## config.mk

```make
export PLATFORM = sky130hd
export DESIGN_NAME = tripwire_alarm_keypad_disarm_core
export DESIGN_NICKNAME = d
export VERILOG_FILES = /design/src/tadc_pkg.sv /design/src/tadc_pin_entry.sv /design/src/tripwire_alarm_keypad_disarm_core.sv
export VERILOG_INCLUDE_DIRS = /design/src /design/src/src
export SDC_FILE = /design/constraint.sdc
export NUM_CORES = 1
export LEC_CHECK = 0
export BUFFER_PORTS_ARGS = -buffer_cell sky130_fd_sc_hd__buf_4
export CAP_MARGIN = 10
export CORE_MARGIN = 4
export CORE_UTILIZATION = 55
export CTS_CLUSTER_SIZE = 16
export DETAILED_ROUTE_END_ITERATION = 7
export PLACE_DENSITY = 0.86
export RECOVER_POWER = 25
export SLEW_MARGIN = 20
export SYNTH_ARGS = -nofsm -noshare
export SYNTH_HDL_FRONTEND = slang
export SYNTH_SLANG_ARGS = --single-unit
```

## constraint.sdc

```tcl
create_clock -name i_clk -period 5.85 [get_ports i_clk]
set_input_delay 1.17 -clock i_clk [delete_from_list [all_inputs] [get_ports i_clk]]
set_output_delay 1.17 -clock i_clk [all_outputs]
set_load 0.01 [all_outputs]
```

## src/tripwire_alarm_keypad_disarm_core_assert.svh

```systemverilog
// ----------------------------------------------------------------------------
// Assertion macros for the tripwire alarm core
// Concurrent checks that can be compiled out by defining ASSERT_OFF.
// ----------------------------------------------------------------------------
`ifndef TRIPWIRE_ALARM_KEYPAD_DISARM_CORE_ASSERT_SVH
`define TRIPWIRE_ALARM_KEYPAD_DISARM_CORE_ASSERT_SVH

`ifndef ASSERT_OFF
// Consequent must hold in the same cycle as the antecedent.
`define TADC_ASSERT_NOW(label, clk, rst_n, ante, cons, msg) \
    label: assert property (@(posedge clk) disable iff (!rst_n) (ante) |-> (cons)) \
        else $error(msg);
// Consequent must hold in the cycle after the antecedent.
`define TADC_ASSERT_NEXT(label, clk, rst_n, ante, cons, msg) \
    label: assert property (@(posedge clk) disable iff (!rst_n) (ante) |=> (cons)) \
        else $error(msg);
`else
`define TADC_ASSERT_NOW(label, clk, rst_n, ante, cons, msg)
`define TADC_ASSERT_NEXT(label, clk, rst_n, ante, cons, msg)
`endif

`endif

```

## src/tadc_pkg.sv

```systemverilog
// ----------------------------------------------------------------------------
// tadc_pkg
// Shared constants, types and the keypad decode table of the alarm core.
// ----------------------------------------------------------------------------
package tadc_pkg;

    localparam int          PIN_LENGTH_DEFAULT = 4;
    localparam int          THR_W              = 10;
    localparam int          PIN_W              = 16;
    localparam logic [9:0]  THR_RESET          = 10'd50;
    localparam logic [15:0] PIN_RESET          = 16'd9558;

    // Item kinds carried on the input tuser bit.
    localparam logic CMD_SAMPLE = 1'b0;
    localparam logic CMD_KEY    = 1'b1;

    // Configuration register indexes.
    localparam logic CFG_TRIP_THRESHOLD = 1'b0;
    localparam logic CFG_PIN_CODE       = 1'b1;

    typedef enum logic [2:0] {
        KEY_DIGIT,
        KEY_ENTER,
        KEY_BACK,
        KEY_IGNORED,
        KEY_NONE
    } t_key_kind;

    typedef struct packed {
        t_key_kind  kind;
        logic [3:0] digit;
    } t_key;

    // Command word from the alarm control to the PIN entry store.
    typedef struct packed {
        logic       clr;
        logic       push;
        logic       pop;
        logic [3:0] digit;
    } t_entry_cmd;

    function automatic t_key key_decode(input logic [1:0] row, input logic [1:0] col);
        t_key k;
        k.kind  = KEY_DIGIT;
        k.digit = 4'd0;
        unique case ({row, col})
            4'h0: k.kind  = KEY_ENTER;
            4'h1: k.digit = 4'd7;
            4'h2: k.digit = 4'd4;
            4'h3: k.digit = 4'd1;
            4'h4: k.digit = 4'd0;
            4'h5: k.digit = 4'd8;
            4'h6: k.digit = 4'd5;
            4'h7: k.digit = 4'd2;
            4'h8: k.kind  = KEY_NONE;
            4'h9: k.digit = 4'd9;
            4'hA: k.digit = 4'd6;
            4'hB: k.digit = 4'd3;
            4'hC: k.kind  = KEY_IGNORED;
            4'hD: k.kind  = KEY_BACK;
            4'hE: k.kind  = KEY_NONE;
            4'hF: k.kind  = KEY_NONE;
            default: k.kind = KEY_NONE;
        endcase
        return k;
    endfunction

endpackage

```

## src/tadc_pin_entry.sv

```systemverilog
// ----------------------------------------------------------------------------
// tadc_pin_entry
// PIN entry store: digit registers, fill count and compare with the PIN.
// ----------------------------------------------------------------------------
module tadc_pin_entry #(
    parameter int PIN_LENGTH = 4
) (
    input  logic                i_clk,
    input  logic                i_rst_n,
    input  tadc_pkg::t_entry_cmd i_cmd,
    input  logic [15:0]         i_pin_code,
    output logic                o_match,
    output logic [2:0]          o_count_next
);
    import tadc_pkg::*;

    localparam int CW = $clog2(PIN_LENGTH + 1);
    localparam int IW = (PIN_LENGTH > 1) ? $clog2(PIN_LENGTH) : 1;

    logic [CW-1:0]        r_count;
    logic [CW-1:0]        n_count;
    logic [3:0]           r_digit [PIN_LENGTH];
    logic [31:0]          pin_wide;
    logic [PIN_LENGTH-1:0] nib_eq;
    logic                 full;

    // Nibbles above the register read as zero.
    assign pin_wide = {16'd0, i_pin_code};
    assign full     = (r_count == CW'(PIN_LENGTH));

    // First digit sits in the highest used nibble.
    always_comb begin
        for (int i = 0; i < PIN_LENGTH; i++) begin
            nib_eq[i] = (r_digit[i] == pin_wide[4*(PIN_LENGTH-1-i) +: 4]);
        end
    end

    assign o_match = full && (&nib_eq);

    always_comb begin
        priority if (i_cmd.clr) begin
            n_count = '0;
        end else if (i_cmd.push && !full) begin
            n_count = r_count + CW'(1);
        end else if (i_cmd.pop && (r_count != '0)) begin
            n_count = r_count - CW'(1);
        end else begin
            n_count = r_count;
        end
    end

    assign o_count_next = 3'(n_count);

    always_ff @(posedge i_clk) begin
        if (!i_rst_n) begin
            r_count <= '0;
        end else begin
            r_count <= n_count;
        end
    end

    always_ff @(posedge i_clk) begin
        if (i_cmd.push && !full) begin
            r_digit[r_count[IW-1:0]] <= i_cmd.digit;
        end
    end

endmodule

```

## src/tripwire_alarm_keypad_disarm_core.sv

```systemverilog
// ----------------------------------------------------------------------------
// tripwire_alarm_keypad_disarm_core
// Beam-break alarm with keypad PIN disarm, one result word per input word.
// ----------------------------------------------------------------------------
// Every input word is either a light sample (tuser = 0) or a key press given
// as keypad row and column (tuser = 1), and every input word yields exactly
// one result word. While monitoring, a sample above trip_threshold trips the
// alarm, turns the buzzer on and clears the PIN entry. While the alarm is on,
// digit keys fill the entry, backspace removes the last digit, and enter
// compares the entry with pin_code: a full, matching entry disarms the alarm,
// anything else flags a rejection and clears the entry. The block takes one
// word per clock cycle at full rate; a word passes first through the input
// register and then through the result register, and the alarm and entry
// state are updated in the same cycle a word moves from one to the other, so
// consecutive words see each other's effect with no gap. A stalled result
// stalls the input side only when both registers are full. Configuration
// writes are always accepted and take effect on the next word; they should
// be made only while no word is in flight. There is no clearing pass after
// reset.
// ----------------------------------------------------------------------------
`include "tripwire_alarm_keypad_disarm_core_assert.svh"

module tripwire_alarm_keypad_disarm_core #(
    parameter int PIN_LENGTH = tadc_pkg::PIN_LENGTH_DEFAULT
) (
    input  logic        i_clk,
    input  logic        i_rst_n,
    // Configuration write channel.
    input  logic        i_cfg_valid,
    output logic        o_cfg_ready,
    input  logic        i_cfg_index,
    input  logic [15:0] i_cfg_data,
    // Input stream.
    input  logic        s_axis_tvalid,
    output logic        s_axis_tready,
    // [9:0] light_sample, [11:10] key_row, [13:12] key_col, [15:14] zero
    input  logic [15:0] s_axis_tdata,
    // [0] cmd
    input  logic [0:0]  s_axis_tuser,
    // Result stream.
    output logic        m_axis_tvalid,
    input  logic        m_axis_tready,
    // [0] buzzer_on, [1] tripped_now, [4:2] digits_entered, [5] pin_rejected,
    // [6] disarmed_now, [7] zero
    output logic [7:0]  m_axis_tdata
);
    import tadc_pkg::*;

    // Configuration registers.
    logic [THR_W-1:0] r_threshold;
    logic [PIN_W-1:0] r_pin_code;

    // Input register.
    logic             r_in_valid;
    logic             r_cmd;
    logic [9:0]       r_sample;
    logic [1:0]       r_row;
    logic [1:0]       r_col;

    // Alarm state and result register.
    logic             r_alarm;
    logic             n_alarm;
    logic             r_out_valid;
    logic [7:0]       r_out_data;

    logic             fire;
    t_key             key;
    logic             trip;
    logic             key_active;
    logic             enter;
    logic             match;
    logic             disarm;
    logic             reject;
    logic [2:0]       count_next;
    t_entry_cmd       entry_cmd;

    // The input register moves on whenever the result register is free or
    // being emptied in this cycle.
    assign fire          = r_in_valid && (!r_out_valid || m_axis_tready);
    assign s_axis_tready = !r_in_valid || fire;
    assign o_cfg_ready   = 1'b1;
    assign m_axis_tvalid = r_out_valid;
    assign m_axis_tdata  = r_out_data;

    always_ff @(posedge i_clk) begin
        if (!i_rst_n) begin
            r_threshold <= THR_RESET;
            r_pin_code  <= PIN_RESET;
        end else if (i_cfg_valid) begin
            unique case (i_cfg_index)
                CFG_TRIP_THRESHOLD: r_threshold <= i_cfg_data[THR_W-1:0];
                CFG_PIN_CODE:       r_pin_code  <= i_cfg_data;
                default:            r_pin_code  <= r_pin_code;
            endcase
        end
    end

    always_ff @(posedge i_clk) begin
        if (!i_rst_n) begin
            r_in_valid <= 1'b0;
        end else if (s_axis_tready) begin
            r_in_valid <= s_axis_tvalid;
        end
    end

    always_ff @(posedge i_clk) begin
        if (s_axis_tvalid && s_axis_tready) begin
            r_cmd    <= s_axis_tuser[0];
            r_sample <= s_axis_tdata[9:0];
            r_row    <= s_axis_tdata[11:10];
            r_col    <= s_axis_tdata[13:12];
        end
    end

    // Decode of the held word against the current alarm state.
    assign key        = key_decode(r_row, r_col);
    assign trip       = (r_cmd == CMD_SAMPLE) && !r_alarm && (r_sample > r_threshold);
    assign key_active = (r_cmd == CMD_KEY) && r_alarm;
    assign enter      = key_active && (key.kind == KEY_ENTER);
    assign disarm     = enter && match;
    assign reject     = enter && !match;

    // Entry commands only take effect when the word actually moves on.
    assign entry_cmd.clr   = fire && (trip || enter);
    assign entry_cmd.push  = fire && key_active && (key.kind == KEY_DIGIT);
    assign entry_cmd.pop   = fire && key_active && (key.kind == KEY_BACK);
    assign entry_cmd.digit = key.digit;

    tadc_pin_entry #(
        .PIN_LENGTH (PIN_LENGTH)
    ) u_entry (
        .i_clk        (i_clk),
        .i_rst_n      (i_rst_n),
        .i_cmd        (entry_cmd),
        .i_pin_code   (r_pin_code),
        .o_match      (match),
        .o_count_next (count_next)
    );

    always_comb begin
        priority if (trip) begin
            n_alarm = 1'b1;
        end else if (disarm) begin
            n_alarm = 1'b0;
        end else begin
            n_alarm = r_alarm;
        end
    end

    always_ff @(posedge i_clk) begin
        if (!i_rst_n) begin
            r_alarm     <= 1'b0;
            r_out_valid <= 1'b0;
        end else begin
            if (fire) begin
                r_alarm <= n_alarm;
            end
            if (fire) begin
                r_out_valid <= 1'b1;
            end else if (m_axis_tready) begin
                r_out_valid <= 1'b0;
            end
        end
    end

    always_ff @(posedge i_clk) begin
        if (fire) begin
            r_out_data <= {1'b0, disarm, reject, count_next, trip, n_alarm};
        end
    end

    // A trip always leaves the alarm sounding.
    `TADC_ASSERT_NEXT(a_trip_sets_alarm, i_clk, i_rst_n, fire && trip, r_alarm, "trip lost")
    // A reported trip comes with the buzzer on and an empty entry.
    `TADC_ASSERT_NOW(a_trip_word, i_clk, i_rst_n, r_out_valid && r_out_data[1], r_out_data[0] && (r_out_data[4:2] == 3'd0), "bad trip word")
    // A disarm silences the buzzer and empties the entry.
    `TADC_ASSERT_NOW(a_disarm_word, i_clk, i_rst_n, r_out_valid && r_out_data[6], !r_out_data[0] && (r_out_data[4:2] == 3'd0) && !r_out_data[5], "bad disarm word")
    // A rejection keeps the alarm on and empties the entry.
    `TADC_ASSERT_NOW(a_reject_word, i_clk, i_rst_n, r_out_valid && r_out_data[5], r_out_data[0] && (r_out_data[4:2] == 3'd0) && !r_out_data[1], "bad reject word")

endmodule

```

==> results.yml, run 1 <==
place:
  portBuffers: 45
  place_congestion: 0.8930
  place_area_mm2: 0.003532
  dp_slack_ns: 2.992
  hpwl_um: 4757
  place_inst: 408
clock_tree:
  clockRootBuffer: "clkbuf_8"
  cts_tree: "yes"
  post_cts_resized: 0
  clock_sinks: 70
  cts_hold_buffers: 0
  cts_made_buffers: 9
  clk_pin_slew_ns: 0.07
  worstSkewPairLatency_ns: 0.34
  clockBufferDepth: 2
  h-tree-depth: 3
  cts_setup_buffers: 0
timing:
  clock.fmax_mhz: 349.6
  min_period_ns: 2.861
  report.final.hold_viol_count: 0
  skew_ns: 0.008259
  worst_slew_pin_slew_ns: 1.102
  layout_setup_ws_ns: 2.989
  slew_headroom_pct: 26.54
  hold_ws_ns: 0.4819
  finalSetupTns_ns: 0
  period_share_pct: 48.90
  rsz0062_at_grt: "false"
  setup_viol: 0
  finalMaxSlewViolations: 0
global_routing:
  grt_start_max_net_pins: 31
  overflow: 0
  grt_pass1_vias: 2184
  antenna_found_initial: 0
  grt_pass1_wl_um: 10320
  grt_use_total_pct: 19.15
cells_and_area:
  drive_above_1_share_pct: 17.90
  mostFrequentLayoutCell: "nand2_1"
  area_growth_pct: 17.95
  nNetsFinal: 401
  layout_common_cells: "nand2_1 (60), edfxtp_1 (38), dfxtp_1 (32)"
  insertedDiodeCount: 0
  final_area_mm2: 0.003716
  final_cells: 424
  utilization_pct: 67.07
flow_run:
  drv_cap: 0
setup_path:
  r2r_setup_slack_ns: 3.47
  critPathCaptureType: "output pin"
  reg2reg_depth: 7
  cp_data_required_time_ns: 4.68
  start_kind: "input pin"
  path_class: "input pin to output pin"
  path_max_fanout: 3
  r2r-start: "r_threshold[5]$_SDFFE_PN1P_"
  arrival_ns: 1.69
  reg2reg_to: "m_axis_tdata[4]$_DFFE_PP_"
route:
  wl_met3_um: 394
  drc_errors: 0
  vias_per_cell: 5.392
  routed-wl-met2_um: 3132
  met1_length_um: 2682
  wl_per_cell_um: 14.82
  drtPass1Iterations: 4
  ant_nets: 0
  routed.top_layer: "met4"
  routed_wl_um: 6285
  dr_total_vias: 2286
  first_iter_violations: 115
synthesis:
  avgSynthCellArea_um2: 10.47
  synthCells: 301
  synth_nets: 355
  yosys_warnings: 0
  ys.flop_type: "edfxtp_1"
  seq_area_frac_synth_pct: 56.55
  synth_cell_types: 39
  synth_edf_count: 38
  syn-cell-area_mm2: 0.003151
  ys_ff_latch: 70
  async_reset_ff_share_pct: 0
power:
  power.total_mw: 1.015
  p_leak_nw: 1.446
  peakVddDrop_v: 0.0001602
  power.density_mw_per_mm2: 273.3
die:
  die_height_um: 83.69
  initial_utilization_pct: 56.87
  dieArea_mm2: 0.007003
  core.rowCount: 27
  die_x_um: 83.69
  core_area_mm2: 0.005540
  io_pins: 50
worst_hold_path:
  hold_depth: 2
  hp-start: "r_threshold[2]$_SDFFE_PN0P_"
  hp-class: "flop to flop"
  hold_end: "r_threshold[2]$_SDFFE_PN0P_"
outcome:
  outcome: "finished, final reports clean"
cell families after synthesis:
kind of cell | after synthesis | synth area share [%]
AOI/OAI and AO/OA | 45 | 10.21
xor gates and xnor gates | 18 | 5.004
adders and majority gates | 15 | 5.957
buffers and inverters | 29 | 3.733
DFF | 70 | 56.55
other | 2 | 0.2384
and+or+nand+nor | 122 | 18.31
metal layers:
metal	GRT usage [%]	up-vias
met5	0	-
li1	-	1130
met4	8.772	0
met2	31.31	65
met3	5.726	5
met1	23.22	1086
worst max path at each step:
stage                  start            end  slack, ns  cells past startpoint
2_1_floorplan  m_axis_tready  s_axis_tready       3.24                      2
3_3_place_gp   m_axis_tready  s_axis_tready       3.00                      4
3_5_place_dp   m_axis_tready  s_axis_tready       2.99                      4
4_1_cts        m_axis_tready  s_axis_tready       2.99                      4
5_1_grt        m_axis_tready  s_axis_tready       2.95                      4
6_report       m_axis_tready  s_axis_tready       2.99                      4
critical path, cell delays in order:
cell,delay (ns)
buf_4,0.11
nor2b_1,0.17
nand2_1,0.09
buf_4,0.15
synthesized netlist by cell type, types with 2 or more instances:
cell type   n  area, um^2
nand2_1    60       225.2
edfxtp_1   38        1141
dfxtp_1    32       640.6
inv_1      19       71.32
a21boi_0   16       120.1
ha_1       15       187.7
xnor2_1    14       122.6
nand3_1    11       55.05
nor2_1     11       41.29
clkbuf_1    7       26.28
nor3_1      7       35.03
o21ai_0     7       35.03
and2_1      6       37.54
nand2b_1    6       37.54
nand4_1     6       37.54
a21oi_1     5       25.02
o211ai_1    4       30.03
o21a_1      4       30.03
xor2_1      4       35.03
nor2b_1     3       18.77
or2_2       3       18.77
a211oi_1    2       15.01
buf_4       2       15.01
conb_1      2       7.510
o31ai_1     2       15.01
or4_1       2       15.01
sequential cells by signal, summed over array words and instances (netlist names), 2 cells and up:
signal           flops
m_axis_tdata         7
r_col                2
r_pin_code          16
r_row                2
r_sample            10
r_threshold         10
u_entry.r_count      3
u_entry.r_digit     16
cell type report:
class,count,area (um^2)
inverters,19,71.32
repair buffers,45,334.1
multi-input cells,202,1251
flip-flops and latches,70,1782
well taps,72,90.09
fillers,461,1824
clock buffers,14,173.9
clock inverters,2,13.76
where the power goes:
part           internal (mW)  switching (mW)
logic                 0.0449          0.0509
registers              0.540          0.0131
clock network          0.192           0.175
Power figures use the tool's default switching activity.
==> run 2, diff against run 1 <==
Settings changed: CORE_UTILIZATION 55 to 50, PLACE_DENSITY 0.86 to 0.83.
Clock period 5.85 ns to 2.3 ns, I/O delays scaled along.
==> results.yml, run 2 (synthesis gave the netlist of run 1 again) <==
timing:
  worst_slew_pin_slew_ns: 0.8009
  report.final.hold_viol_count: 0
  layout_setup_ws_ns: 0.2154
  period_share_pct: 90.63
  slew_headroom_pct: 46.58
  clock.fmax_mhz: 479.7
  finalSetupTns_ns: 0
  setup_viol: 0
  finalMaxSlewViolations: 0
  rsz0062_at_grt: "false"
  skew_ns: 0.007510
  min_period_ns: 2.085
worst_hold_path:
  hp-class: "input pin to flop"
setup_path:
  cp_slowest_cell: "dfxtp_1"
  path_max_fanout: 4
  critPathCaptureType: "flop"
  max_stage_delay_ns: 0.41
  path_class: "flop to flop"
  cp_data_required_time_ns: 2.49
  path_cells: "inv_1 -> ha_1 -> nand2b_1 -> or3b_1 -> or2_2 -> a32o_1 -> nor2_1"
  arrival_ns: 2.28
  start_kind: "flop"
cells_and_area:
  area_growth_pct: 18.94
  layout_common_cells: "nand2_1 (60), edfxtp_1 (38), dfxtp_1 (32)"
  final_area_mm2: 0.003747
  insertedDiodeCount: 0
  mostFrequentLayoutCell: "nand2_1"
  nNetsFinal: 404
  drive_above_1_share_pct: 18.03
  utilization_pct: 62.19
power:
  power.density_mw_per_mm2: 707.8
  p_leak_nw: 1.459
  peakVddDrop_v: 0.0004838
  power.total_mw: 2.652
route:
  ant_nets: 0
  vias_per_cell: 5.293
  drc_errors: 0
  routed_wl_um: 6473
  wl_per_cell_um: 15.05
  first_iter_violations: 116
  dr_total_vias: 2276
  drtPass1Iterations: 4
clock_tree:
  cts_made_buffers: 9
  clockBufferDepth: 2
  clockRootBuffer: "clkbuf_8"
  cts_hold_buffers: 0
  cts_tree: "yes"
  worstSkewPairLatency_ns: 0.34
  h-tree-depth: 3
  clk_pin_slew_ns: 0.07
  clock_sinks: 70
place:
  hpwl_um: 4968
  dp_slack_ns: 0.1179
  portBuffers: 45
  place_area_mm2: 0.003558
  place_congestion: 0.8888
global_routing:
  grt_start_max_net_pins: 31
  grt_pass1_vias: 2295
  overflow: 0
  antenna_found_initial: 0
  grt_pass1_wl_um: 10640
  grt_use_total_pct: 18.66
die:
  io_pins: 50
  die_height_um: 87.38
  core_area_mm2: 0.006026
  dieArea_mm2: 0.007635
  initial_utilization_pct: 52.28
  core.rowCount: 28
  die_x_um: 87.38
outcome:
  outcome: "finished, final reports clean"
flow_run:
  drv_cap: 0
run 2: cell type report:
| class | count | area [um^2] |
|---|---|---|
| timing repair buffer | 48 | 352.8 |
| fill | 512 | 2278 |
| clock inverter | 1 | 30.03 |
| clock buffer | 15 | 166.4 |
| sequential | 70 | 1782 |
| inverter | 19 | 71.32 |
| multi-input combinational | 202 | 1251 |
| tap | 75 | 93.84 |
run 2: report_power, final:
group,internal [mW],switching (mW)
Clock,0.563,0.432
Combinational,0.117,0.133
Sequential,1.37,0.0335
Total,2.05,0.599
run 2: path summary, 6_finish.rpt:
| check | start | end | slack [ns] | cells after the start |
|---|---|---|---|---|
| setup / recovery | u_entry.r_count[0]$_SDFF_PN0_ | m_axis_tdata[3]$_DFFE_PP_ | 0.22 | 7 |
| hold / removal | s_axis_tdata[1] | r_sample[1]$_DFFE_PP_ | 0.31 | 1 |
| setup reg to reg | u_entry.r_count[0]$_SDFF_PN0_ | m_axis_tdata[3]$_DFFE_PP_ | 0.22 | 7 |
| hold reg to reg | r_threshold[3]$_SDFFE_PN0P_ | r_threshold[3]$_SDFFE_PN0P_ | 0.47 | 2 |
run 2: layer usage:
| metal | vias to the layer above | wire length (um) | GRT usage, % |
|---|---|---|---|
| met2 | 64 | 3265 | 31.23 |
| met3 | 14 | 423 | 6.149 |
| met5 | - | 0 | 0 |
| met4 | 0 | 134 | 7.950 |
| met1 | 1064 | 2649 | 21.79 |
| li1 | 1134 | - | - |
run 2: worst max-delay path, delay by kind of cell (launching register included):
kind	cells	cell delay, ns
and+or+nand+nor	4	0.90
DFF	1	0.41
adders and majority gates	1	0.26
AOI/OAI and AO/OA	1	0.26
buffers and inverters	1	0.11
run 2: metrics by stage:
stage	hold slack [ns]	std cells
after floorplan	0.4435	301
after global placement	0.4530	414
after detailed placement	0.4601	414
after CTS	0.2859	430
after global routing	0.2871	430
final	0.3145	430
run 2: timing repair:
item / in CTS / in global routing
setup buffers: 0 / 0
gates resized for setup: 0 / 1
setup endpoints to repair: 0 / 2
==> run 3, diff against run 2 <==
Settings changed: CORE_UTILIZATION 50 to 45, PLACE_DENSITY 0.83 to 0.76.
==> results.yml, run 3 (synthesis gave the netlist of run 1 again) <==
outcome:
  outcome: "finished, final reports clean"
route:
  first_iter_violations: 160
  drc_errors: 0
  vias_per_cell: 4.987
  routed_wl_um: 6069
  dr_total_vias: 2249
  ant_nets: 0
  wl_per_cell_um: 13.46
  drtPass1Iterations: 5
power:
  p_sw_mw: 0.5980
  p_leak_nw: 1.460
  pwr-share-clk_pct: 36.2
  power.density_mw_per_mm2: 687.6
  power_switching_share_pct: 23.10
  p_comb_share_pct: 9.5
  peakVddDrop_v: 0.0003563
  seq_power_share_pct: 54.3
  internal-power_mw: 1.991
cells_and_area:
  area_growth_pct: 19.50
  final_cells: 451
  mostFrequentLayoutCell: "nand2_1"
  insertedDiodeCount: 0
  layout_common_cells: "nand2_1 (60), edfxtp_1 (38), buf_4 (32), dfxtp_1 (32), inv_1 (19)"
  drive_above_1_share_pct: 18.59
  nNetsFinal: 404
  nFillCells: 579
clock_tree:
  post_cts_resized: 0
  worstSkewPairLatency_ns: 0.34
  h-tree-depth: 3
  clockRootBuffer: "clkbuf_8"
  cts_tree: "yes"
  cts_setup_buffers: 0
  clock_sinks: 70
  clk_pin_slew_ns: 0.08
  clockBufferDepth: 2
  cts_hold_buffers: 0
  cts_made_buffers: 9
setup_path:
  reg2reg_depth: 7
  path_class: "flop to flop"
  arrival_ns: 2.27
  start_kind: "flop"
  cp_data_required_time_ns: 2.47
  critPathCaptureType: "flop"
  path_max_fanout: 3
flow_run:
  drv_cap: 0
global_routing:
  overflow: 0
  grt_pass1_wl_um: 10470
  grt_use_total_pct: 15.97
  grt_start_max_net_pins: 31
  grt_pass1_vias: 2218
  antenna_found_initial: 0
place:
  portBuffers: 45
  hpwl_um: 4651
  place_congestion: 0.8023
  place_inst: 435
  dp_slack_ns: 0.1995
timing:
  layout_setup_ws_ns: 0.1991
  rsz0062_at_grt: "false"
  finalSetupTns_ns: 0
  skew_ns: 0.008605
  report.final.hold_viol_count: 0
  finalMaxSlewViolations: 0
  slew_headroom_pct: 48.08
  clock.fmax_mhz: 476.0
  worst_slew_pin_slew_ns: 0.7784
  min_period_ns: 2.101
  period_share_pct: 91.35
  setup_viol: 0
die:
  die_x_um: 91.67
  initial_utilization_pct: 46.37
  dieArea_mm2: 0.008403
  core_area_mm2: 0.006794
  die_height_um: 91.67
  io_pins: 50
  core.rowCount: 30
worst_hold_path:
  hold_depth: 1
  hp-class: "input pin to flop"
[run 3: cell types whose count changed in the layout (fill, tap and decap cells not counted), sizes merged]
cell,before,now
buf,31,32
clkbuf,32,28
clkinv,0,3
[run 3: path summary, 6_finish.rpt]
| check | from | end | slack (ns) |
|---|---|---|---|
| worst max-delay path | r_threshold[3]$_SDFFE_PN0P_ | m_axis_tdata[4]$_DFFE_PP_ | 0.20 |
| worst max register to register | r_threshold[3]$_SDFFE_PN0P_ | m_axis_tdata[4]$_DFFE_PP_ | 0.20 |
| worst min register to register | r_threshold[6]$_SDFFE_PN0P_ | r_threshold[6]$_SDFFE_PN0P_ | 0.48 |
| worst min-delay path | s_axis_tdata[6] | r_sample[6]$_DFFE_PP_ | 0.31 |
[run 3: layout make-up]
class                   instances  area (um^2)  share of cell area (%)
multi-input cells             202         1251                   33.23
flip-flops and latches         70         1782                   47.32
clock inverters                 4        48.80                   1.296
well taps                      96        120.1                   3.190
repair buffers                 48        356.6                   9.472
clock buffers                  12        135.1                   3.589
inverters                      19        71.32                   1.894
[run 3: per-stage QoR]
stage,utilization [%],power [mW],hold slack [ns],instance area [um^2]
after floorplan,-,1.575,0.4435,3151
after global placement,52.76,1.673,0.4524,3585
after detailed placement,52.76,1.683,0.4635,3585
after CTS,55.47,2.618,0.2760,3769
after global routing,55.41,2.716,0.2947,3765
final,55.41,2.589,0.3088,3765
[run 3: layer usage]
| metal | up-vias | global-route usage, % | routed length, um |
|---|---|---|---|
| met5 | - | 0 | 0 |
| met4 | 0 | 9.045 | 150 |
| met3 | 10 | 3.199 | 373 |
| met2 | 57 | 24.89 | 2865 |
| met1 | 1044 | 20.69 | 2680 |
| li1 | 1138 | - | - |
[run 3: worst max-delay path, stage by stage (launching register included)]
cell and delay (ns):
dfxtp_1 0.33, inv_1 0.04, ha_1 0.30, a21oi_1 0.14, o21ai_0 0.15, a2111oi_2 0.46
o21ai_0 0.26, nor3_1 0.25
[run 3: power by group through the flow]
stage | Sequential, mW | Clock, mW | Combinational [mW]
final | 1.41 | 0.937 | 0.246
after global routing | 1.41 | 1.02 | 0.282
after CTS | 1.40 | 0.961 | 0.252
after detailed placement | 1.43 | 0 | 0.251
after global placement | 1.43 | 0 | 0.241
after floorplan | 1.43 | 0 | 0.149
